**src/rtl/qtg_pkg.sv**
```systemverilog
// Shared types and fixed widths of the quad tangent generator.
package qtg_pkg;

	localparam int FIELD_W = 16;
	localparam int TAN_W   = 16;
	localparam int A_W     = 30;
	localparam int SUM_W   = 62;
	localparam int ROOT_W  = 31;
	localparam int Q_W     = 15;
	localparam int DV_W    = A_W + Q_W + 1;
	localparam int CNT_W   = 5;
	localparam int ONE_Q14 = 16384;

	typedef struct packed {
		logic start;
		logic step;
		logic fin;
	} step_ctl_t;

endpackage

```
**src/rtl/qtg_sqmul.sv**
```systemverilog
// Bit-serial unsigned squarer lane.
module qtg_sqmul (
	input  logic                          clk,
	input  qtg_pkg::step_ctl_t            ctl,
	input  logic [qtg_pkg::A_W-1:0]       a,
	output logic [2*qtg_pkg::A_W-1:0]     sq
);

	localparam int SQW = 2 * qtg_pkg::A_W;

	logic [SQW-1:0]          a_sh_q;
	logic [SQW-1:0]          acc_q;
	logic [qtg_pkg::A_W-1:0] m_q;

	always_ff @(posedge clk) begin
		if (ctl.start) begin
			a_sh_q <= SQW'(a);
			m_q    <= a;
			acc_q  <= '0;
		end else if (ctl.step) begin
			acc_q  <= acc_q + (m_q[0] ? a_sh_q : '0);
			a_sh_q <= a_sh_q << 1;
			m_q    <= m_q >> 1;
		end
	end

	assign sq = acc_q;

endmodule

```
**config.mk**
```make
export PLATFORM = sky130hd
export DESIGN_NAME = qtg_sqmul
export DESIGN_NICKNAME = d
export VERILOG_FILES = /design/src/rtl/qtg_pkg.sv /design/src/rtl/qtg_sqmul.sv
export SDC_FILE = /design/constraint.sdc
export NUM_CORES = 1
export LEC_CHECK = 0
export BUFFER_PORTS_ARGS = -buffer_cell sky130_fd_sc_hd__buf_2
export CORE_UTILIZATION = 53
export CTS_BUF_LIST = sky130_fd_sc_hd__clkbuf_4
export DETAILED_ROUTE_END_ITERATION = 10
export PLACE_DENSITY = 0.73
export SLEW_MARGIN = 40
export SYNTH_ARGS = -nofsm -noshare
export SYNTH_HDL_FRONTEND = slang
export SYNTH_SLANG_ARGS = --single-unit
export TNS_END_PERCENT = 5
```
**constraint.sdc**
```tcl
create_clock -name clk -period 7.8 [get_ports clk]
set_input_delay 0.39 -clock clk [delete_from_list [all_inputs] [get_ports clk]]
set_output_delay 0.39 -clock clk [all_outputs]
set_load 0.05 [all_outputs]
```
==> results.sh <==
export IMPL_rrSetupSlack_ns=3.61
export IMPL_netlist_area_mm2=0.00937
export IMPL_die_h_um=135
export IMPL_timing_fmax_ghz=0.239
export IMPL_worst_hold_path_endpoint="a_sh_q[28]"
export IMPL_cts_resized=0
export IMPL_grt_pass1_wl_mm=32.8
export IMPL_die_area_mm2=0.0182
export IMPL_coreArea_mm2=0.0173
export IMPL_grt_usage=0.226
export IMPL_yosysMostFrequentCell="o21ai_0"
export IMPL_via_per_inst=5.52
export IMPL_finalHoldViolCount=0
export IMPL_final_design_area_no_fill_mm2=0.0103
export IMPL_pin_count=94
export IMPL_synth_edff_count=60
export IMPL_slew_violations=0
export IMPL_ys_seq_area_frac=0.385
export IMPL_grt_pass1_vias=6811
export IMPL_setup_viol=0
export IMPL_clk_path_buf_depth=2
export IMPL_cap_violations=0
export IMPL_yosys_area_top_type_share=0.192
export IMPL_hold_start="a[28]"
export IMPL_synthTopCellsByCount="o21ai_0 (93), dfxtp_1 (90), nor2_1 (90)"
export IMPL_min_path_type="primary input to flip-flop"
export IMPL_drtPass1Iterations=5
export IMPL_grt_max_degree=88
export IMPL_insertion_delay_ns=0.56
export IMPL_htreeDepth=4
export IMPL_drt_iter0_markers=477
export IMPL_synth_avg_cell_area_um2=8.94
export IMPL_power_total_mw=1.87
export IMPL_r2r_end="sq[58]"
export IMPL_vdd_drop_max_uv=125
export IMPL_grt_overflow_total=0
export IMPL_wl_per_cell_um=14.8
export IMPL_fin_util=0.594
export IMPL_p_leak_nw=4.82
export IMPL_synthDistinctLibCells=77
export IMPL_placedCellCount=1315
export IMPL_cp_required_ns=8.25
export IMPL_relSlewSlack=0.462
export IMPL_syn_inst=1048
export IMPL_rows=48
export IMPL_crit_arrival_ns=4.64
export IMPL_cts_buffers=17
export IMPL_period_share=0.537
export IMPL_async_reset_ff_frac=0
export IMPL_ys_warnings_count=0
export IMPL_crit_path_start_kind="flip-flop"
export IMPL_synth_area_leader_cell="dfxtp_1"
export IMPL_synth_seq_cells=150
export IMPL_place_area_mm2=0.00990
export IMPL_crit_fanout=61
export IMPL_syn_nets=1142
export IMPL_drive_gt1_frac=0.140
export IMPL_num_vias=7440
export IMPL_cts_setup_buffers=0
export IMPL_dp_hpwl_mm=14.2
export IMPL_cts_clk_slew_worst_paths_ns=0.14
export IMPL_rsz0062_at_grt="no"
export IMPL_num_fill_cells=1568
export IMPL_whs_path_depth=3
export IMPL_path_class="flip-flop to flip-flop"
export IMPL_fin_crit_ns=4.19
export IMPL_die_w_um=135
export IMPL_synth_ff_type="dfxtp_1"
export IMPL_end_kind="flip-flop"
export IMPL_finalClockSkew_ns=0.0225
export IMPL_synth_area_top_cells="dfxtp_1 (19%), edfxtp_1 (19%), ha_1 (7.9%)"
export IMPL_power_density_mw_per_mm2=182
export IMPL_antenna_found_initial=2
export IMPL_routabilityCongestion=0.876
export IMPL_clkSinkCount=150
export IMPL_setup_tns_final_ns=0
export IMPL_r2r_start="m_q[0]"
export IMPL_cts_hold_buf=0
export IMPL_outcome="completed"
export IMPL_nNetsFinal=1203
export IMPL_final_cell_count_no_fill=1349
export IMPL_crit_start="m_q[0]"
export IMPL_start_util=0.542
export IMPL_antenna_left=0
export IMPL_reg2reg_depth=14
export IMPL_worstMarginPinSlew_ns=0.806
export IMPL_cts_root_buf="clkbuf_4"
export IMPL_drc=0
export IMPL_port_buffers=92
export IMPL_routed_wirelength_mm=20.0
export IMPL_cts_tree="done"
export IMPL_synthToLayoutAreaGrowth_pct=9.65
worst max path at each step:
stage	slack, ns	depth (start not counted)	end
2_1_floorplan	4.15	15	sq[58]
3_3_place_gp	3.69	14	sq[58]
3_5_place_dp	3.63	14	sq[58]
4_1_cts	3.58	14	sq[58]
5_1_grt	3.24	14	sq[58]
6_report	3.61	14	sq[58]
area by class of cell:
type	instances	area [um^2]	area share
Antenna cell	2	5.00	0.000487
Clock buffer	19	143	0.0139
Clock inverter	13	228	0.0222
Inverter	73	274	0.0267
Multi-Input combinational cell	769	5230	0.509
Sequential cell	150	3600	0.351
Tap cell	225	282	0.0274
Timing Repair Buffer	98	514	0.0500
logic make-up after synthesis:
kind of cell	after synthesis	synth area share
AOI/OAI and AO/OA	275	0.191
xor gates and xnor gates	51	0.0477
adders and majority gates	60	0.0809
buffers and inverters	129	0.0580
DFF	150	0.385
muxes	68	0.0730
and+or+nand+nor	315	0.165
sequential cells by signal (all words and copies together), names as in the netlist:
register	cells
sq	60
m_q	30
a_sh_q	60
cells in the final DEF (no fill, tap or decap), types with 3 or more instances in the layout:
cell	instances
a31o_2	3
a31oi_1	6
o21ai_1	5
nand2b_1	4
bufinv_16	6
a21o_2	3
buf_4	7
mux2_2	3
mux2i_1	65
a21oi_1	61
o211ai_1	6
dfxtp_1	90
clkbuf_4	19
buf_2	90
o31a_1	3
o21ai_0	93
nor2_1	89
xnor2_1	27
o21bai_1	14
nor2b_1	6
inv_1	72
o21a_1	8
nand2_1	80
and2_1	67
nand3_1	14
or3_1	6
and3_1	6
edfxtp_1	60
nor3_1	8
ha_1	59
a211oi_1	13
a21o_1	27
a31o_4	3
xor2_1	24
a221o_1	3
nand4_1	17
nor4_1	3
worst max-delay path, cell delays in order (launching register included):
cell	delay [ns]
edfxtp_1	0.39
buf_4	0.29
and2_1	0.22
ha_1	0.21
fa_1	0.43
a211oi_1	0.23
o21bai_1	0.13
a21oi_1	0.36
o211ai_1	0.20
a21o_2	0.32
a31oi_4	0.25
nor4_1	0.09
a211oi_1	0.46
o21ai_0	0.19
a221o_1	0.30
power breakdown:
part	internal (mW)	switching, mW
Combinational	0.121	0.237
Clock	0.326	0.285
Sequential	0.871	0.0267
routing by layer:
layer / vias to the layer above / share of wire / GRT usage
met5: - / 0 / 0
met4: 0 / 0.015 / 0.0787
met3: 19 / 0.045 / 0.0450
met2: 166 / 0.45 / 0.355
met1: 3421 / 0.49 / 0.310
li1: 3834 / - / -
stage by stage:
step | hold slack [ns] | setup slack [ns]
finish | 0.122 | 3.61
global route | 0.0762 | 3.24
CTS | 0.0752 | 3.58
detailed placement | 0.480 | 3.63
global placement | 0.467 | 3.69
floorplan | 0.474 | 4.15
(Power assumes the default switching activity.)
