`src/rtl/qtg_pkg.sv`:
```
// Shared types and fixed widths of the quad tangent generator.
package qtg_pkg;

	localparam int FIELD_W = 16;
	localparam int TAN_W   = 16;
	localparam int A_W     = 30;
	localparam int SUM_W   = 62;
	localparam int ROOT_W  = 31;
	localparam int Q_W     = 15;
	localparam int DV_W    = A_W + Q_W + 1;
	localparam int CNT_W   = 5;
	localparam int ONE_Q14 = 16384;

	typedef struct packed {
		logic start;
		logic step;
		logic fin;
	} step_ctl_t;

endpackage

```
`src/rtl/qtg_dot2.sv`:
```
// Bit-serial signed a*b - c*d lane, one multiplier bit per cycle.
module qtg_dot2 #(
	parameter int MW = 17
) (
	input  logic                    clk,
	input  qtg_pkg::step_ctl_t      ctl,
	input  logic signed [MW-1:0]    a,
	input  logic signed [MW-1:0]    b,
	input  logic signed [MW-1:0]    c,
	input  logic signed [MW-1:0]    d,
	output logic signed [2*MW:0]    prod
);

	localparam int PW = 2 * MW + 1;

	logic signed [PW-1:0] a_sh_q;
	logic signed [PW-1:0] c_sh_q;
	logic signed [PW-1:0] acc_q;
	logic signed [PW-1:0] ta;
	logic signed [PW-1:0] tc;
	logic [MW-1:0]        b_q;
	logic [MW-1:0]        d_q;

	always_comb begin
		ta = b_q[0] ? a_sh_q : '0;
		tc = d_q[0] ? c_sh_q : '0;
	end

	// sign bit of the multiplier carries negative weight
	always_ff @(posedge clk) begin
		if (ctl.start) begin
			a_sh_q <= PW'(a);
			c_sh_q <= PW'(c);
			b_q    <= $unsigned(b);
			d_q    <= $unsigned(d);
			acc_q  <= '0;
		end else if (ctl.step) begin
			if (ctl.fin) begin
				acc_q <= acc_q - ta + tc;
			end else begin
				acc_q <= acc_q + ta - tc;
			end
			a_sh_q <= a_sh_q <<< 1;
			c_sh_q <= c_sh_q <<< 1;
			b_q    <= b_q >> 1;
			d_q    <= d_q >> 1;
		end
	end

	assign prod = acc_q;

endmodule

```
`config.mk`:
```
export PLATFORM = sky130hd
export DESIGN_NAME = qtg_dot2
export DESIGN_NICKNAME = d
export VERILOG_FILES = /design/src/rtl/qtg_pkg.sv /design/src/rtl/qtg_dot2.sv
export SDC_FILE = /design/constraint.sdc
export NUM_CORES = 1
export LEC_CHECK = 0
export ABC_AREA = 0
export BUFFER_PORTS_ARGS = -buffer_cell sky130_fd_sc_hd__buf_2
export CORE_AREA = 2 2 128 161
export CTS_CLUSTER_SIZE = 10
export DETAILED_ROUTE_END_ITERATION = 7
export DIE_AREA = 0 0 130 163
export PLACE_DENSITY = 0.8
export REMOVE_ABC_BUFFERS = 1
export SKIP_CTS_REPAIR_TIMING = 1
export SYNTH_ARGS = -nofsm -noshare
export SYNTH_HDL_FRONTEND = slang
export SYNTH_SLANG_ARGS = --single-unit
```
`constraint.sdc`:
```
create_clock -name clk -period 4.55 [get_ports clk]
set_input_delay 0.455 -clock clk [delete_from_list [all_inputs] [get_ports clk]]
set_output_delay 0.455 -clock clk [all_outputs]
set_load 0.05 [all_outputs]
```
==> run_results.csv <==
group,metric,value,unit
yosys,synth_top_area_cell,"edfxtp_1",
power_and_ir_drop,switching_share,49.9,%
grt,grt_max_degree,65,
power_and_ir_drop,leakage,6.43,nW
routing,drc,0,
finish,layout-drive-gt1-share,16.5,%
finish,seq_area,0.00382,mm^2
routing,via_count,9392,
yosys,netlist_top_cells_area,"edfxtp_1 (27%), fa_1 (12%), inv_1 (8.3%)",
setup_path,crit_slowest_cell,"fa_1",
setup_path,reg2regPathDepth,15,
yosys,yosys_warnings,0,
setup_path,cp_cell_sequence,"buf_4, nand2_1, inv_1, fa_1, inv_1, ha_1, o21ai_0, o21ai_0, a21oi_1, a311o_1, a311oi_1, nand2_1, o21ai_1, mux2_1, a2111oi_0",
grt,grt.total_usage,29.7,%
grt,grt_antenna_before_repair,0,
routing,wl,30.2,mm
setup_path,r2r_start,"d_q[0]$_DFFE_PP_",
timing,final-hold-violation-count,0,
grt,gr-total-overflow,0,
finish,multiInputGateArea,0.00668,mm^2
floorplan,num_io_pins,107,
timing,period_needed,4.23,ns
yosys,ys_seq_area_share,32.8,%
finish,fin_util,65.8,%
timing,maxSlewViolCount,0,
setup_path,timing.rr.end,"prod[31]$_SDFFE_PP0P_",
yosys,async_reset_ff_share,0,%
floorplan,die_area,0.0212,mm^2
clock_network,clock_latency,0.44,ns
floorplan,fp-row-count,58,
timing,finalCritPeriodShare,93.0,%
setup_path,reg2reg_setup_slack,0.32,ns
finish,syn2layout_area_growth,11.9,%
yosys,synth_edf_count,104,
yosys,ys_types,67,
setup_path,critical_path.max_fanout,13,
clock_network,cts_htree_levels,4,
yosys,yosys.area.top_type_share,26.8,%
run,maxCapViolations,0,
grt,grt_pass1_wl,48.2,mm
hold_path,hold_class,"in -> reg",
timing,finalSetupTns,0,ns
power_and_ir_drop,finalPower,9.37,mW
power_and_ir_drop,pwr-share-seq,18.6,%
routing,dr.pass1.iters,6,
setup_path,cp_top_family,"compound AO/OA/AOI/OAI gates",
timing,hold_ws,0.296,ns
setup_path,slowest_delay,0.49,ns
routing,vias_per_cell,5.70,
setup_path,cp.arrival,4.55,ns
clock_network,clock_path_buffers,2,
setup_path,cp-endpoint,"prod[31]$_SDFFE_PP0P_",
timing,setup-violations-final,0,
power_and_ir_drop,switchingPower,4.67,mW
outcome,status,"finished clean",
power_and_ir_drop,intPower,4.70,mW
finish,nNetsFinal,1574,
yosys,ys_ff_latch,139,
placement,numPortBuffers,106,
clock_network,clk_pin_slew,0.07,ns
yosys,synth_area_per_cell,9.13,um^2
yosys,synth-main-ff-cell,"edfxtp_1",
clock_network,clock_sinks,139,
clock_network,cts_tree,"yes",
setup_path,critPathLaunchType,"register",
setup_path,path_depth,15,
timing,rsz0062_at_grt,"no",
timing,max_freq,0.236,GHz
floorplan,start_util,58.8,%
finish,n_fill_cell,1671,
clock_network,ctsRootBufferMaster,"clkbuf_16",
placement,hpwlAfterDp,23.1,mm
grt,grt_pass1_vias,9756,
floorplan,core,0.0198,mm^2
timing,finalWorstSetupSlack,0.317,ns
finish,final_cells,1648,
routing,drtIter0Drc,652,
floorplan,fp.dieH,163,um
routing,wl_per_cell,18.3,um
routing,antenna_left,0,
setup_path,critPathBufInv,3,
finish,fin_area,0.0130,mm^2
power_and_ir_drop,comb_power_share,66.4,%
placement,dp_slack,0.379,ns
power_and_ir_drop,clkPwrFrac,15.1,%
clock_network,cts_buffers,17,
timing,maxSlewHeadroom,42.5,%
power_and_ir_drop,ir_drop,0.000388,V
timing,finClkSkew,0.0109,ns
setup_path,critPathRequiredTime,4.86,ns
placement,dpl_cell_area,0.0124,mm^2
setup_path,critPathKind,"reg -> reg",
power_and_ir_drop,p_per_area,719,mW/mm^2
setup_path,endpoint_kind,"register",
floorplan,die_x,130,um
yosys,syn_inst,1276,
placement,gp_congestion,1.02,
yosys,syn_area,0.0117,mm^2
finish,antenna_cells,0,
setup_path,crit_start,"d_q[0]$_DFFE_PP_",
timing,tightest_slew,0.860,ns
placement,dp.cells,1616,
-- synth_stat cells (all sizes together) (8+ instances only) --
cell       n
xnor2     31
o21bai    14
nor2      63
a2111oi    9
edfxtp   104
a21o      40
nand4      8
o21ai     85
a211oi    31
a21oi     67
o21a       8
and2       9
xor2      30
clkbuf    39
inv      259
fa        68
nand2    116
ha        69
dfxtp     35
mux2      63
buf       12
nand3     17
nor3      10
a31oi     14
-- worst register-to-register path, stage by stage, from the launching register on --
cell and delay, ns:
edfxtp_1 0.45, buf_4 0.24, nand2_1 0.12, inv_1 0.06, fa_1 0.49, inv_1 0.06, ha_1 0.33, o21ai_0 0.12
o21ai_0 0.38, a21oi_1 0.17, a311o_1 0.33, a311oi_1 0.31, nand2_1 0.15, o21ai_1 0.20, mux2_1 0.34, a2111oi_0 0.38
-- cell type report --
cell class	count	area share, %
tap	270	2.59
multi-input combinational	827	51.2
timing repair buffer	121	4.95
sequential	139	29.3
clock inverter	14	1.16
inverter	259	7.47
clock buffer	18	3.29
-- worst min-delay path by stage --
stage,start,to,cells past startpoint
2_1_floorplan,b_q[1]$_DFFE_PP_,b_q[0]$_DFFE_PP_,1
3_3_place_gp,prod[3]$_SDFFE_PP0P_,prod[3]$_SDFFE_PP0P_,2
3_5_place_dp,prod[2]$_SDFFE_PP0P_,prod[2]$_SDFFE_PP0P_,2
4_1_cts,a[0],a_sh_q[0]$_SDFFCE_PN0P_,2
5_1_grt,d[16],d_q[16]$_SDFFCE_PN0P_,2
6_report,a[0],a_sh_q[0]$_SDFFCE_PN0P_,2
-- kinds of logic (layout without fill, tap and decap cells) --
| family | count (synthesis) | in the layout | synth area share [%] |
|---|---|---|---|
| buffers and inverters | 310 | 412 | 10.0 |
| AOI/OAI and AO/OA | 315 | 315 | 18.0 |
| adders and majority gates | 137 | 137 | 19.1 |
| muxes | 65 | 65 | 6.26 |
| and+or+nand+nor | 249 | 249 | 9.30 |
| xor gates and xnor gates | 61 | 61 | 4.58 |
| DFF | 139 | 139 | 32.8 |
-- layer usage --
| layer | part of all wire, % | vias to the layer above | global-route usage, % |
|---|---|---|---|
| met5 | 0 | - | 0 |
| met4 | 4.5 | 0 | 15.2 |
| met3 | 4.8 | 90 | 4.93 |
| met2 | 53 | 322 | 54.1 |
| met1 | 38 | 4510 | 32.8 |
| li1 | - | 4470 | - |
-- placed cells by master, fill, tap and decap left out, types with 31 or more instances in the layout --
cell type,n
ha_1,69
a211oi_1,31
buf_2,105
fa_1,68
nand2_1,116
a21oi_1,67
dfxtp_1,35
nor2_1,63
a21o_1,40
xnor2_1,31
mux2_2,62
inv_1,258
edfxtp_1,104
o21ai_0,78
-- power by group through the flow --
stage	registers [mW]	logic, mW	clock network, mW
floorplan	2.08	4.22	0
global placement	1.76	6.01	0
detailed placement	1.76	6.06	0
CTS	1.74	6.10	1.43
global route	1.76	6.80	1.47
finish	1.74	6.22	1.41
-- sequential cells by signal (all words and copies together) (netlist names) --
| register | count |
|---|---|
| d_q | 17 |
| b_q | 17 |
| c_sh_q | 35 |
| prod | 35 |
| a_sh_q | 35 |
No activity file was read; power rests on OpenSTA's default activity.
