[config.mk]
export PLATFORM = sky130hd
export DESIGN_NAME = qtg_div
export DESIGN_NICKNAME = d
export VERILOG_FILES = /design/src/rtl/qtg_pkg.sv /design/src/rtl/qtg_div.sv
export SDC_FILE = /design/constraint.sdc
export NUM_CORES = 1
export LEC_CHECK = 0
export BUFFER_PORTS_ARGS = -buffer_cell sky130_fd_sc_hd__clkbuf_2
export CORE_MARGIN = 1.5
export CORE_UTILIZATION = 51
export DETAILED_ROUTE_END_ITERATION = 6
export PLACE_DENSITY = 0.74
export SLEW_MARGIN = 40
export SYNTH_ARGS = -nofsm -noshare
export SYNTH_HDL_FRONTEND = slang
export SYNTH_SLANG_ARGS = --single-unit
[constraint.sdc]
create_clock -name clk -period 11.8 [get_ports clk]
set_input_delay 1.18 -clock clk [delete_from_list [all_inputs] [get_ports clk]]
set_output_delay 1.18 -clock clk [all_outputs]
set_load 0.02 [all_outputs]
[src/rtl/qtg_pkg.sv]
// Shared types and fixed widths of the quad tangent generator.
package qtg_pkg;

	localparam int FIELD_W = 16;
	localparam int TAN_W   = 16;
	localparam int A_W     = 30;
	localparam int SUM_W   = 62;
	localparam int ROOT_W  = 31;
	localparam int Q_W     = 15;
	localparam int DV_W    = A_W + Q_W + 1;
	localparam int CNT_W   = 5;
	localparam int ONE_Q14 = 16384;

	typedef struct packed {
		logic start;
		logic step;
		logic fin;
	} step_ctl_t;

endpackage

[src/rtl/qtg_div.sv]
// Restoring divider lane: round((a * 2^15) / (2 * len)), one quotient bit per cycle.
module qtg_div (
	input  logic                          clk,
	input  qtg_pkg::step_ctl_t            ctl,
	input  logic [qtg_pkg::A_W-1:0]       a,
	input  logic [qtg_pkg::ROOT_W-1:0]    len,
	output logic [qtg_pkg::Q_W-1:0]       q
);

	localparam int DW = qtg_pkg::DV_W;
	localparam int QW = qtg_pkg::Q_W;

	logic [DW-1:0]                rem_q;
	logic [DW-1:0]                dsh_q;
	logic [QW-1:0]                q_q;
	logic [qtg_pkg::ROOT_W-1:0]   len_e;

	assign len_e = (len == '0) ? qtg_pkg::ROOT_W'(1) : len;

	always_ff @(posedge clk) begin
		if (ctl.start) begin
			rem_q <= DW'({a, QW'(0)}) + DW'(len_e);
			dsh_q <= DW'({len_e, 1'b0}) << (QW - 1);
			q_q   <= '0;
		end else if (ctl.step) begin
			if (rem_q >= dsh_q) begin
				rem_q <= rem_q - dsh_q;
				q_q   <= {q_q[QW-2:0], 1'b1};
			end else begin
				q_q   <= {q_q[QW-2:0], 1'b0};
			end
			dsh_q <= dsh_q >> 1;
		end
	end

	assign q = q_q;

endmodule

==> results of run 1 <==
-- path summary, 6_finish.rpt --
| check | depth (start not counted) | startpoint | end | slack [ps] |
|---|---|---|---|---|
| worst max register to register | 13 | rem_q[0] | rem_q[31] | 7670 |
| worst max-delay path | 13 | rem_q[0] | rem_q[31] | 7670 |
| worst min register to register | 2 | q[14] | q[14] | 500 |
| worst min-delay path | 2 | q[14] | q[14] | 500 |
-- metal layers --
metal  GRT usage  wire length, µm  share of wire  up-vias
li1            -                -              -     3474
met5           0                0              0        -
met1       0.350             9680           0.48     3286
met2       0.391             9040           0.45      236
met3      0.0455             1180          0.058       31
met4      0.0693              406          0.020        0
-- registers in the layout (all words and copies together) (netlist names) --
name	flops
q	15
dsh_q	46
rem_q	46
-- worst reg2reg max path: cells and delay by family, from the launching register on --
family	cells	cell delay, ps
adder cells (fa/ha/maj)	2	630
buffers and inverters	2	580
AND/OR/NAND/NOR	2	320
flip-flops	1	350
AO/OA/AOI/OAI	7	1870
-- kinds of logic after synthesis --
group	share of synthesized area
compound gates	0.219
xor+xnor	0.0617
fa+ha+maj	0.0991
buf+inv	0.0637
flops	0.354
mux	0.0450
simple gates	0.158
-- layout by cell type, fill, tap and decap left out, types with 9 or more instances in the layout --
cell       netlist  layout
nand2b_1        10      10
nand4_1         12      12
o211ai_1         9       9
o31ai_1         16      16
and3_1          10      10
o21bai_1        12      11
nor3_1          13      13
nand2_1         90      90
dfxtp_1         30      30
o21ai_0         88      88
clkbuf_2         0      77
o21a_1          12      12
nor4_1          10      10
ha_1            62      62
xnor2_1         35      35
mux2i_1         37      37
nand3_1         27      27
a21oi_1         59      59
xor2_1          23      23
inv_1           66      66
clkbuf_16        0      10
edfxtp_1        77      77
a211oi_1        11      11
a21o_1          25      25
nor2_1          67      67
-- where the power goes --
part           switching, mW  leakage (nW)  internal (mW)
Sequential            0.0266          1.04          0.510
Clock                  0.153         0.154          0.161
Combinational          0.592          2.59          0.397
Total                  0.772          3.78           1.07
-- layout make-up --
type,instances,area share
Multi-Input combinational cell,708,0.535
Sequential cell,107,0.324
Timing Repair Buffer,82,0.0497
Tap cell,216,0.0301
Clock buffer,10,0.0279
Inverter,66,0.0276
Clock inverter,6,0.00571
==> flow_summary.yaml, run 1 <==
final_layout:
  nets: 1103
  multi_input_area_mm2: 0.00480
  fill_cells: 1427
  synthToLayoutAreaGrowth_pct: 9.15
  diodes: 0
  seq_area_mm2: 0.00291
  final_util: 0.567
  fin_area_mm2: 0.00898
  final_cell_count_no_fill: 1195
  drive_above_1_share: 0.129
synth:
  syn_area_per_cell_um2: 8.76
  synth_edf_count: 77
  yosysTopAreaCell: "edfxtp_1"
  synth_seq_cells: 107
  yosysUniqueCellTypes: 70
  synth_common_cells: "90 x nand2_1, 88 x o21ai_0, 77 x edfxtp_1"
  synthArstFlopShare: 0
  synthTopCellsByArea: "edfxtp_1 28%, ha_1 9.4%, dfxtp_1 7.3%"
  yosys_warnings: 0
  syn-num-nets: 1068
  synth_most_common_cell: "nand2_1"
  synth_top_flop_cell: "edfxtp_1"
  post_synth_inst_count: 939
  synth_top_area_frac: 0.281
  synth_area_mm2: 0.00823
  ys_seq_area_frac: 0.354
floorplan:
  pin_count: 80
  start_util: 0.520
  rows: 46
  die_w_um: 130
  dieArea_mm2: 0.0169
  fp.coreArea_mm2: 0.0158
  dieHeight_um: 130
clocking:
  cts_setup_buffers: 0
  post_cts_resized: 0
  cts_tree: "built"
  cts_hold_repair.buffers: 0
  cts_buffer_depth: 2
  cts_sinks: 107
  cts_made_buffers: 9
  root_buffer: "clkbuf_16"
  cts_max_level: 3
  clk_pin_slew_ps: 80
  worstSkewPairLatency_ps: 360
timing:
  setup_viol: 0
  max-slew-margin-rel: 0.427
  fin_crit_ps: 4130
  rsz0062_at_grt: "false"
  hold_viol: 0
  timing.final.max_slew_violations: 0
  period_share: 0.350
  clock.fmax_ghz: 0.242
  setup_slack_ps: 7670
  max_slew.worst_pin.slew_ps: 856
  hold_ws_ps: 495
  setup_tns_ps: 0
  clock_skew_ps: 10.2
worst_setup_path:
  path_max_fanout: 36
  critPathRequiredTime_ps: 11800
  crit_buf_inv: 2
  crit_type: "register to register"
  startpoint_type: "register"
  slowest_delay_ps: 530
  setup.worst_path.end_class: "register"
  cp.arrival_ps: 4130
  cp_top_family: "compound AO/OA/AOI/OAI gates"
  slowest_stage: "buf_4"
  path_cells: "inv_1 -> ha_1 -> fa_1 -> nor2b_1 -> o2111ai_1 -> a31oi_1 -> o2111ai_1 -> a21oi_1 -> o21ai_0 -> nand3_1 -> a21oi_1 -> o21bai_4 -> buf_4"
detailed_routing:
  via_per_inst: 5.88
  drt-initial-drc-count: 473
  drt_first_pass_iters: 5
  wl_per_cell_um: 17.0
  route.detailed.drc: 0
  vias: 7027
  ant_nets: 0
  finalWirelength_um: 20300
power_and_ir_drop:
  peakVddDrop_mv: 0.114
  power.leakage_nw: 3.78
  finalPower_mw: 1.84
  power_density_mw_per_mm2: 205
placed_design:
  globalplace.congestion: 0.917
  dp_cells: 1178
  preCtsSetupSlack_ps: 7620
  place_area_mm2: 0.00865
  port-buffer-count: 78
  dp_hpwl_um: 15400
status:
  status: "complete, no violations"
grt:
  antenna_found_initial: 0
  grt_pass1_wl_um: 32600
  overflow: 0
  grt_max_degree: 90
  grt.total_usage: 0.248
  grt_pass1_vias: 6489
min_path:
  hp-class: "register to register"
job:
  cap_violations: 0
(Power assumes the default switching activity.)
==> run 2: changes to the inputs <==
Clock period 11.8 ns to 4.1 ns, I/O delays scaled along.
==> run 2 against run 1 <==
Setup slack got worse by 7100 ps. Fmax rose by 17%. Non-clock buffer count rose by 3. Count of clock-buffer cells in the layout rose by 1. Sequential share of layout area fell by 0.072 points. Critical path depth did not move. Clock power rose to 2.9 times the previous value. Cell area rose by 0.22%. Hold slack got worse by 110 ps. Sequential power rose to 2.9 times the previous value.
==> flow_summary.yaml, run 2 (synthesized netlist as in run 1, its figures left out) <==
status:
  status: "complete, no violations"
timing:
  timing.final.max_slew_violations: 0
  period_share: 0.861
  setup_viol: 0
  clock_skew_ps: 11.3
  max-slew-margin-rel: 0.435
  fin_crit_ps: 3530
  max_slew.worst_pin.slew_ps: 843
  setup_slack_ps: 571
  hold_viol: 0
  setup_tns_ps: 0
  rsz0062_at_grt: "false"
  hold_ws_ps: 385
  clock.fmax_ghz: 0.283
power_and_ir_drop:
  p_clk_frac: 0.170
  power_density_mw_per_mm2: 593
  p_sw_frac: 0.420
  peakVddDrop_mv: 0.297
  power.leakage_nw: 3.79
  combPwrFrac: 0.541
  seq_power_share: 0.290
  p_int_mw: 3.10
  switchingPower_mw: 2.24
clocking:
  post_cts_resized: 0
  cts_buffer_depth: 2
  cts_made_buffers: 9
  cts_tree: "built"
  cts_sinks: 107
  worstSkewPairLatency_ps: 360
  clk_pin_slew_ps: 70
  root_buffer: "clkbuf_16"
  cts_hold_repair.buffers: 0
  cts_max_level: 3
  cts_setup_buffers: 0
detailed_routing:
  ant_nets: 0
  finalWirelength_um: 20400
  route.detailed.drc: 0
  drt_first_pass_iters: 5
  via_per_inst: 5.86
  drt-initial-drc-count: 555
  wl_per_cell_um: 17.0
  vias: 7019
placed_design:
  port-buffer-count: 78
  dp_hpwl_um: 15800
  preCtsSetupSlack_ps: 622
  globalplace.congestion: 0.894
floorplan:
  dieArea_mm2: 0.0169
  rows: 46
  dieHeight_um: 130
  start_util: 0.520
  pin_count: 80
  die_w_um: 130
  fp.coreArea_mm2: 0.0158
final_layout:
  final_common_cell: "nand2_1"
  final_util: 0.569
  diodes: 0
  drive_above_1_share: 0.131
  synthToLayoutAreaGrowth_pct: 9.40
  nets: 1106
  final_cell_mix: "90 x nand2_1, 88 x o21ai_0, 77 x edfxtp_1, 77 x clkbuf_2, 67 x nor2_1"
worst_setup_path:
  path_max_fanout: 33
  critPathCapture: "rem_q[17]"
  critPathRequiredTime_ps: 4150
  setup.worst_path.end_class: "register"
  cp-startpoint: "rem_q[0]"
  r2r_end: "rem_q[17]"
  r2r_cells: 13
  rrSetupSlack_ps: 570
  startpoint_type: "register"
  cp.arrival_ps: 3580
  crit_type: "register to register"
  r2r-start: "rem_q[0]"
grt:
  grt_pass1_vias: 6426
  antenna_found_initial: 0
  grt.total_usage: 0.249
  overflow: 0
  grt_max_degree: 57
  grt_pass1_wl_um: 32500
job:
  cap_violations: 0
min_path:
  hp-class: "input pin to register"
run 2: cell count changes in the layout (fill, tap and decap cells not counted), sizes merged:
cell,change
clkbuf,+1
buf,+3
inv,-4
clkinv,+3
run 2: area by class of cell:
type	instances	area [µm²]
Fill cell	1416	6830
Multi-Input combinational cell	708	4800
Sequential cell	107	2910
Timing Repair Buffer	85	458
Tap cell	216	270
Clock buffer	11	264
Inverter	66	248
Clock inverter	5	43.8
run 2: critical path: stages (launching register included):
cell and delay, ps:
edfxtp_1 320, inv_1 40, ha_1 210, fa_1 410, nor2b_1 160, o2111ai_1 150
a31oi_1 410, o2111ai_1 220, a21oi_1 410, o21ai_0 180, nand3_1 140, a21oi_1 130
o21bai_4 160, buf_12 240
run 2: worst min-delay path by stage:
stage	cells past startpoint	from	to	slack [ps]
after CTS	3	len[28]	dsh_q[43]	390
after detailed placement	2	q[14]	q[14]	500
final	3	len[28]	dsh_q[43]	390
after global routing	3	len[21]	dsh_q[36]	410
after global placement	2	q[14]	q[14]	480
after floorplan	2	dsh_q[0]	dsh_q[0]	460
run 2: power groups by stage:
stage                     logic, mW  registers, mW  clock network, mW
after detailed placement       2.81           1.57                  0
after CTS                      2.84           1.55              0.915
after global routing           3.19           1.57              0.956
after floorplan                2.22           1.55                  0
final                          2.89           1.55              0.905
after global placement         2.78           1.56                  0
run 2: metal layers:
layer	wire length [µm]	track usage
met5	0	0
met4	326	0.0614
met3	1190	0.0406
met2	9140	0.397
met1	9760	0.356
run 2: through the flow:
stage / power [mW] / std cells / instance area (µm²)
floorplan: 3.77 / 939 / 8230
global placement: 4.34 / 1182 / 8690
detailed placement: 4.38 / 1182 / 8690
CTS: 5.30 / 1198 / 9000
global route: 5.71 / 1198 / 9000
finish: 5.34 / 1198 / 9000
