### src/rtl/qtg_pkg.sv
// Shared types and fixed widths of the quad tangent generator.
package qtg_pkg;

	localparam int FIELD_W = 16;
	localparam int TAN_W   = 16;
	localparam int A_W     = 30;
	localparam int SUM_W   = 62;
	localparam int ROOT_W  = 31;
	localparam int Q_W     = 15;
	localparam int DV_W    = A_W + Q_W + 1;
	localparam int CNT_W   = 5;
	localparam int ONE_Q14 = 16384;

	typedef struct packed {
		logic start;
		logic step;
		logic fin;
	} step_ctl_t;

endpackage

### src/rtl/qtg_isqrt.sv
// Digit-by-digit integer square root, one result bit per cycle.
module qtg_isqrt (
	input  logic                          clk,
	input  qtg_pkg::step_ctl_t            ctl,
	input  logic [qtg_pkg::SUM_W-1:0]     x,
	output logic [qtg_pkg::ROOT_W-1:0]    root
);

	localparam int SW = qtg_pkg::SUM_W;

	logic [SW-1:0] x_q;
	logic [SW-1:0] res_q;
	logic [SW-1:0] one_q;
	logic [SW-1:0] trial;

	assign trial = res_q + one_q;

	always_ff @(posedge clk) begin
		if (ctl.start) begin
			x_q   <= x;
			res_q <= '0;
			one_q <= SW'(1) << (SW - 2);
		end else if (ctl.step) begin
			if (x_q >= trial) begin
				x_q   <= x_q - trial;
				res_q <= (res_q >> 1) + one_q;
			end else begin
				res_q <= res_q >> 1;
			end
			one_q <= one_q >> 2;
		end
	end

	assign root = res_q[qtg_pkg::ROOT_W-1:0];

endmodule

### config.mk
export PLATFORM = sky130hd
export DESIGN_NAME = qtg_isqrt
export DESIGN_NICKNAME = d
export VERILOG_FILES = /design/src/rtl/qtg_pkg.sv /design/src/rtl/qtg_isqrt.sv
export SDC_FILE = /design/constraint.sdc
export NUM_CORES = 1
export LEC_CHECK = 0
export ABC_AREA = 1
export BUFFER_PORTS_ARGS = -buffer_cell sky130_fd_sc_hd__buf_2
export CAP_MARGIN = 15
export CELL_PAD_IN_SITES_DETAIL_PLACEMENT = 1
export CELL_PAD_IN_SITES_GLOBAL_PLACEMENT = 1
export CORE_MARGIN = 2
export CORE_UTILIZATION = 48
export CTS_BUF_LIST = sky130_fd_sc_hd__clkbuf_4
export CTS_CLUSTER_DIAMETER = 60
export DETAILED_ROUTE_END_ITERATION = 8
export PLACE_DENSITY = 0.95
export SLEW_MARGIN = 40
export SYNTH_ARGS = -nofsm -noshare
export SYNTH_HDL_FRONTEND = slang
export SYNTH_SLANG_ARGS = --single-unit
### constraint.sdc
create_clock -name clk -period 13.7 [get_ports clk]
set_clock_uncertainty 0.1 [all_clocks]
set_input_delay 0.685 -clock clk [delete_from_list [all_inputs] [get_ports clk]]
set_output_delay 0.685 -clock clk [all_outputs]
set_load 0.005 [all_outputs]
==> results of run 1 <==
==> cells by family (layout without fill, tap and decap cells) <==
logic type / count (synthesis) / count (layout)
AND/OR/NAND/NOR: 1922 / 1922
buffers and inverters: 562 / 590
adder cells (fa/ha/maj): 127 / 127
other: 0 / 1
XOR/XNOR: 80 / 80
AO/OA/AOI/OAI: 480 / 480
flip-flops: 155 / 155
==> cells in the mapped netlist, types with 26 or more instances <==
| library cell | n | share of area [%] |
|---|---|---|
| nand2_1 | 1074 | 21 |
| inv_1 | 427 | 8.5 |
| nor2_1 | 419 | 8.3 |
| nand3_1 | 278 | 7.4 |
| a21oi_1 | 239 | 6.3 |
| o21ai_0 | 172 | 4.6 |
| ha_1 | 126 | 8.4 |
| dfxtp_1 | 93 | 9.9 |
| edfxtp_1 | 62 | 9.9 |
| clkbuf_1 | 50 | 0.99 |
| nand3b_1 | 50 | 2.0 |
| xor2_1 | 41 | 1.9 |
| xnor2_1 | 39 | 1.8 |
| buf_4 | 31 | 1.2 |
| nor3_1 | 30 | 0.80 |
| inv_2 | 29 | 0.58 |
| nand4_1 | 26 | 0.86 |
==> cells in the final DEF (no fill, tap or decap), types with 50 or more instances in the layout <==
cell type | Yosys | final
ha_1 | 126 | 126
inv_1 | 427 | 427
nand3b_1 | 50 | 50
dfxtp_1 | 93 | 93
edfxtp_1 | 62 | 62
a21oi_1 | 239 | 239
nand2_1 | 1074 | 1073
nor2_1 | 419 | 419
buf_2 | 6 | 93
nand3_1 | 278 | 278
o21ai_0 | 172 | 171
==> sequential cells by signal, summed over array words and instances (netlist names) <==
register / cells
res_q: 62
x_q: 62
one_q: 31
==> power by group through the flow <==
| stage | Combinational (mW) | Clock, mW | Sequential, mW |
|---|---|---|---|
| after floorplan | 2.07 | 0 | 0.762 |
| after global placement | 2.66 | 0 | 0.854 |
| after detailed placement | 2.80 | 0 | 0.868 |
| after CTS | 2.82 | 0.342 | 0.857 |
| after global routing | 3.17 | 0.355 | 0.882 |
| final | 2.88 | 0.342 | 0.869 |
==> routing by layer <==
layer | GRT usage, % | share of wire, % | vias up
li1 | - | - | 10700
met3 | 5.35 | 5.7 | 275
met4 | 24.5 | 6.6 | 0
met5 | 0 | 0 | -
met2 | 69.5 | 48 | 813
met1 | 46.5 | 40 | 10800
==> worst min-delay path: cells and delay by family <==
family | cells | cell delay, ns
and+or+nand+nor | 2 | 0.09
buffers and inverters | 1 | 0.08
==> final cells by class <==
cell class	count	share of cell area, %
well taps	518	3.28
clock buffers	17	0.645
repair buffers	102	2.75
clock inverters	15	0.917
multi-input cells	2609	64.9
flip-flops and latches	155	18.8
diodes	1	0.0127
inverters	456	8.65
==> worst paths after layout <==
path	end	depth (start not counted)	slack, ns
setup / recovery	x_q[13]	24	7.10
hold / removal	x_q[39]	3	0.07
setup reg to reg	x_q[13]	24	7.10
hold reg to reg	res_q[0]	2	0.44
==> results.tsv, run 1 <==
stage	metric	value	unit
logic_synthesis	largest family of logic cells by synthesized area	simple AND/OR/NAND/NOR gates	
placement	IO Port Bufs	95	
critical_path	delay-heaviest family, CP	simple AND/OR/NAND/NOR gates	
sta	post-route setup slack	7.10	ns
finish	Finished Layout Cells	3873	
critical_path	CP Buf/Inv Count	2	
pwr	Psw	2.39	mW
critical_path	CP startpoint kind	flip-flop	
detailed_routing	vias	22600	
pwr	Seq pwr share	21.3	%
clock_network	CTS tree	done	
pwr	Leakage	9.03	nW
floorplan	die span in x	202	microns
finish	fillers	5768	
job	Max Cap Viol	0	
pwr	clock share of power	8.4	%
finish	Multi-input gate area	0.0128	sq mm
finish	layout cell share with drive strength beyond 1	5.75	%
logic_synthesis	mux contribution to synthesized area	0	%
critical_path	crit end category	flip-flop	
logic_synthesis	synthesized area	0.0189	sq mm
clock_network	Clock Latency Late Sink	0.78	ns
logic_synthesis	synth unique cells	44	
status	status	completed	
critical_path	Worst EP required	14.00	ns
grt	largest net degree at the start of global routing	92	
grt	first-pass GRT wire length	127000	microns
detailed_routing	routed len/inst	21.1	microns
clock_network	cts repair resizes	0	
logic_synthesis	adder-cell share of the synthesized area	8.46	%
logic_synthesis	sequential area share after synthesis	19.7	%
floorplan	Die H	202	microns
min_path	Hold Crit Class	input port to flip-flop	
logic_synthesis	EDFF count, synth	62	
clock_network	CTS H-tree depth	4	
pwr	P_int	1.70	mW
grt	global-route usage over all layers	40.0	%
sta	Fmax	152	MHz
grt	antenna violations before repair	1	
sta	worst slew pin tran	0.771	ns
grt	global route total overflow	0	
sta	normalized max-slew margin	48.6	%
critical_path	Critical path origin	res_q[10]	
sta	RSZ-0062 raised after global routing	false	
placement	placed cell areas	0.0195	sq mm
placement	Post-Place Cells	3840	
floorplan	# rows	72	
sta	setup tns final	0	ns
pwr	sw frac	58.5	%
pwr	worst vdd ir	146	uV
sta	final hold vios	0	
clock_network	Longest Clk Path Bufs	2	
min_path	min-delay src	x[39]	
logic_synthesis	post-synthesis simple-gate area fraction	42.4	%
finish	Final Util	51.1	%
detailed_routing	1st-iter DRT viols	1656	
logic_synthesis	Mapped Cells	3326	
logic_synthesis	Synth Area in XOR/XNOR	3.71	%
floorplan	die area	0.0409	sq mm
floorplan	Core Region	0.0387	sq mm
critical_path	crit-path max FO	91	
logic_synthesis	Seq cells post-synth	155	
detailed_routing	Routed Antenna Nets	0	
finish	Area growth syn-to-layout	4.85	%
critical_path	most used cell, CP	nand2_1	
grt	vias in the first global route	23600	
placement	RD Place Congestion	1.04	
clock_network	total CTS buffers	17	
detailed_routing	Pre-antenna DRT Iters	6	
logic_synthesis	syn nets	3519	
clock_network	Reg clk slew, reported paths	0.18	ns
clock_network	Sink Count	155	
detailed_routing	Detailed Route WL	81700	microns
pwr	Logic pwr share	70.4	%
critical_path	worst r2r src	res_q[10]	
finish	Nets	3534	
critical_path	CP max stage delay	0.61	ns
logic_synthesis	complex-gate fraction of the synthesized area	13.5	%
sta	hold_ws	0.0738	ns
clock_network	Post CTS Setup Buffer Count	0	
finish	final instance area	0.0198	sq mm
logic_synthesis	Yosys warning count	0	
clock_network	CTS Root Cell	clkbuf_4	
pwr	P per Cell Area	207	mW/mm^2
critical_path	worst-path cell chain	ha_1, nand2_1, nor2_1, nand2_1, o21ai_1, nand2_1, nand2_1, nand3_1, nand2_1, nand2_1, nand2_1, xor2_1, ha_1, nand2_1, nor2_1, inv_2, nor2_1, nand2_1, nor2_2, nand2_4, nand2_8, nand2_2, nand2_2, buf_6	
sta	Final Max Slew Viols	0	
logic_synthesis	dominant synthesized flop cell	dfxtp_1	
logic_synthesis	Mapped Avg Cell Area	5.67	sq um
sta	period utilization	48.1	%
critical_path	Setup CP Type	flip-flop to flip-flop	
critical_path	CP max-delay cell	dfxtp_1	
pwr	total power	4.09	mW
critical_path	crit path DAT	6.90	ns
detailed_routing	DRC viols	0	
detailed_routing	via/cell ratio	5.84	
clock_network	hold buffer count at cts	0	
floorplan	IO Pins	97	
logic_synthesis	share of synthesized flip-flops with an asynchronous set or reset	0	%
sta	final worst path period need	6.60	ns
sta	Final setup viols	0	
floorplan	Starting Density	48.7	%
finish	flip-flop and latch area	0.00372	sq mm
placement	hpwl dp	66700	microns
placement	post-place setup slack	7.44	ns
(Power assumes the default switching activity.)
==> inputs of run 2 (changes only) <==
- ABC_AREA: 1 -> 0
- PLACE_DENSITY: 0.95 -> 0.9
- clock period: 13.7 -> 6.4 ns (I/O delays scaled with it)
==> results.tsv, run 2 <==
stage	metric	value	unit	change
grt	global route total overflow	0		unchanged
finish	commonest non-fill, non-tap cells in the layout	nand2_1, nor2_1, o21ai_0		was nand2_1, inv_1, nor2_1
critical_path	CP max stage delay	0.54	ns	was 0.61 ns
logic_synthesis	sequential area share after synthesis	25.3	%	was 19.7%
critical_path	R2R Setup Slk	0.24	ns	was 7.10 ns
finish	commonest non-fill, non-tap cell in the layout	nand2_1		unchanged
sta	period utilization	96.3	%	was 48.1%
critical_path	CP max-delay cell	or4_4		was dfxtp_1
min_path	min-delay src	ctl[1]		was x[39]
sta	final worst path period need	6.16	ns	was 6.60 ns
sta	Final Max Slew Viols	0		unchanged
logic_synthesis	Seq cells post-synth	155		unchanged
clock_network	CTS H-tree depth	4		unchanged
finish	Nets	2182		was 3534
clock_network	CTS Root Cell	clkbuf_4		unchanged
pwr	total power	6.46	mW	was 4.09 mW
placement	RD Place Congestion	0.933		was 1.04
finish	final instance area	0.0166	sq mm	was 0.0198 sq mm
logic_synthesis	synth unique cells	82		was 44
critical_path	CP startpoint kind	flip-flop		unchanged
logic_synthesis	dominant synthesized flop cell	dfxtp_1		unchanged
sta	post-route setup slack	0.238	ns	was 7.10 ns
placement	IO Port Bufs	95		unchanged
critical_path	crit end category	flip-flop		unchanged
pwr	P per Cell Area	388	mW/mm^2	was 207 mW/mm^2
status	status	completed		unchanged
sta	normalized max-slew margin	40.8	%	was 48.6%
critical_path	Critical path origin	res_q[0]		was res_q[10]
clock_network	Reg clk slew, reported paths	0.16	ns	was 0.18 ns
detailed_routing	Detailed Route WL	54400	microns	was 81700 microns
sta	Fmax	162	MHz	was 152 MHz
finish	layout cell share with drive strength beyond 1	13.0	%	was 5.75%
critical_path	Setup CP Type	flip-flop to flip-flop		unchanged
job	Max Cap Viol	0		unchanged
grt	vias in the first global route	16200		was 23600
floorplan	die span in x	179	microns	was 202 microns
placement	Post-Place Cells	2302		was 3840
logic_synthesis	Mapped Avg Cell Area	7.81	sq um	was 5.67 sq um
floorplan	IO Pins	97		unchanged
critical_path	Worst EP required	6.88	ns	was 14.00 ns
critical_path	crit path DAT	6.65	ns	was 6.90 ns
critical_path	worst r2r src	res_q[0]		was res_q[10]
detailed_routing	Routed Antenna Nets	0		unchanged
detailed_routing	vias	15600		was 22600
clock_network	Sink Count	155		unchanged
logic_synthesis	Mapped Cells	1882		was 3326
critical_path	crit-path max FO	33		was 91
pwr	worst vdd ir	247	uV	was 146 uV
logic_synthesis	EDFF count, synth	62		unchanged
detailed_routing	1st-iter DRT viols	1101		was 1656
logic_synthesis	Yosys top cell by area	dfxtp_1		was nand2_1
placement	hpwl dp	38500	microns	was 66700 microns
logic_synthesis	top-count cell post-synth	nand2_1		unchanged
logic_synthesis	Yosys warning count	0		unchanged
logic_synthesis	area share of the largest cell type after synthesis	12.7	%	was 21.4%
finish	biggest registers after layout	res_q (62), x_q (62), one_q (31)		unchanged
clock_network	total CTS buffers	17		unchanged
logic_synthesis	synthesized area	0.0147	sq mm	was 0.0189 sq mm
floorplan	# rows	64		was 72
floorplan	die area	0.0321	sq mm	was 0.0409 sq mm
detailed_routing	via/cell ratio	6.50		was 5.84
detailed_routing	routed len/inst	22.7	microns	was 21.1 microns
min_path	Hold Crit Class	input port to flip-flop		unchanged
clock_network	CTS tree	done		unchanged
grt	antenna violations before repair	1		unchanged
pwr	Leakage	6.50	nW	was 9.03 nW
grt	global-route usage over all layers	33.6	%	was 40.0%
placement	post-place setup slack	0.0391	ns	was 7.44 ns
placement	placed cell areas	0.0156	sq mm	was 0.0195 sq mm
floorplan	Core Region	0.0303	sq mm	was 0.0387 sq mm
logic_synthesis	Synth area leaders	dfxtp_1, edfxtp_1, ha_1		was nand2_1, dfxtp_1, edfxtp_1
grt	largest net degree at the start of global routing	85		was 92
floorplan	Starting Density	48.4	%	was 48.7%
clock_network	Clock Latency Late Sink	0.68	ns	was 0.78 ns
finish	Area growth syn-to-layout	13.1	%	was 4.85%
sta	Final setup viols	0		unchanged
sta	worst slew pin tran	0.888	ns	was 0.771 ns
floorplan	Die H	179	microns	was 202 microns
detailed_routing	Pre-antenna DRT Iters	5		was 6
finish	Finished Layout Cells	2399		was 3873
logic_synthesis	share of synthesized flip-flops with an asynchronous set or reset	0	%	unchanged
grt	first-pass GRT wire length	84600	microns	was 127000 microns
logic_synthesis	syn nets	2075		was 3519
sta	final hold vios	0		unchanged
logic_synthesis	top post-synthesis cells by count	nand2_1, nor2_1, o21ai_0		was nand2_1, inv_1, nor2_1
detailed_routing	DRC viols	0		unchanged
clock_network	Longest Clk Path Bufs	2		unchanged
==> run 2: worst max-delay path, delay by kind of cell, from the launching register on <==
family	cells	cell delay, ns
buffers and inverters	3	0.50
adder cells (fa/ha/maj)	3	0.83
flip-flops	1	0.36
AO/OA/AOI/OAI	9	2.15
XOR/XNOR	1	0.11
AND/OR/NAND/NOR	9	2.02
==> run 2: worst paths after layout <==
path / to / depth (start not counted)
max: res_q[17] / 25
max reg2reg: res_q[17] / 25
min reg2reg: res_q[60] / 2
min: res_q[60] / 2
==> run 2: area by class of cell <==
cell class,count,area (sq um)
fill,3741,13700
antenna,1,2.50
multi-input combinational,1543,10300
tap,396,495
sequential,155,3720
clock buffer,19,143
clock inverter,13,141
timing repair buffer,226,1680
inverter,46,174
==> run 2: where the power goes <==
group,internal (mW),switching [mW]
combinational,1.61,2.55
sequential,1.38,0.212
clock,0.244,0.459
==> run 2: layer usage <==
| layer | track usage (%) | up-vias | part of all wire, % |
|---|---|---|---|
| met5 | 0 | - | 0 |
| met4 | 17.5 | 0 | 5.0 |
| met3 | 5.98 | 184 | 5.1 |
| met2 | 59.4 | 524 | 49 |
| met1 | 38.5 | 7704 | 41 |
| li1 | - | 7176 | - |
==> run 2: logic make-up (layout without fill, tap and decap cells) <==
group           after synthesis  after routing  synth area share, %
buf+inv                     184            304                 5.91
simple gates                620            620                 19.6
compound gates              615            615                 27.1
flops                       155            155                 25.3
mux                          45             45                 3.12
xor+xnor                    136            136                 8.10
fa+ha+maj                   127            127                 10.9
other cells                   0              1                    0
==> run 2: timing repair <==
action                     CTS  global route
resized for setup            1            23
pin swaps                    0             6
hold endpoints to repair    70             0
setup endpoints to repair    4           130
setup buffers                0             1
hold buffers                63             0
==> run 2: per-stage QoR <==
step,hold slack (ns),utilization [%],setup TNS [ns]
2_1_floorplan,0.366,-,0
3_3_place_gp,0.386,51.3,0
3_5_place_dp,0.410,51.3,0
4_1_cts,0.0697,54.4,0
5_1_grt,0.0858,54.8,-0.0152
6_report,0.105,54.8,0
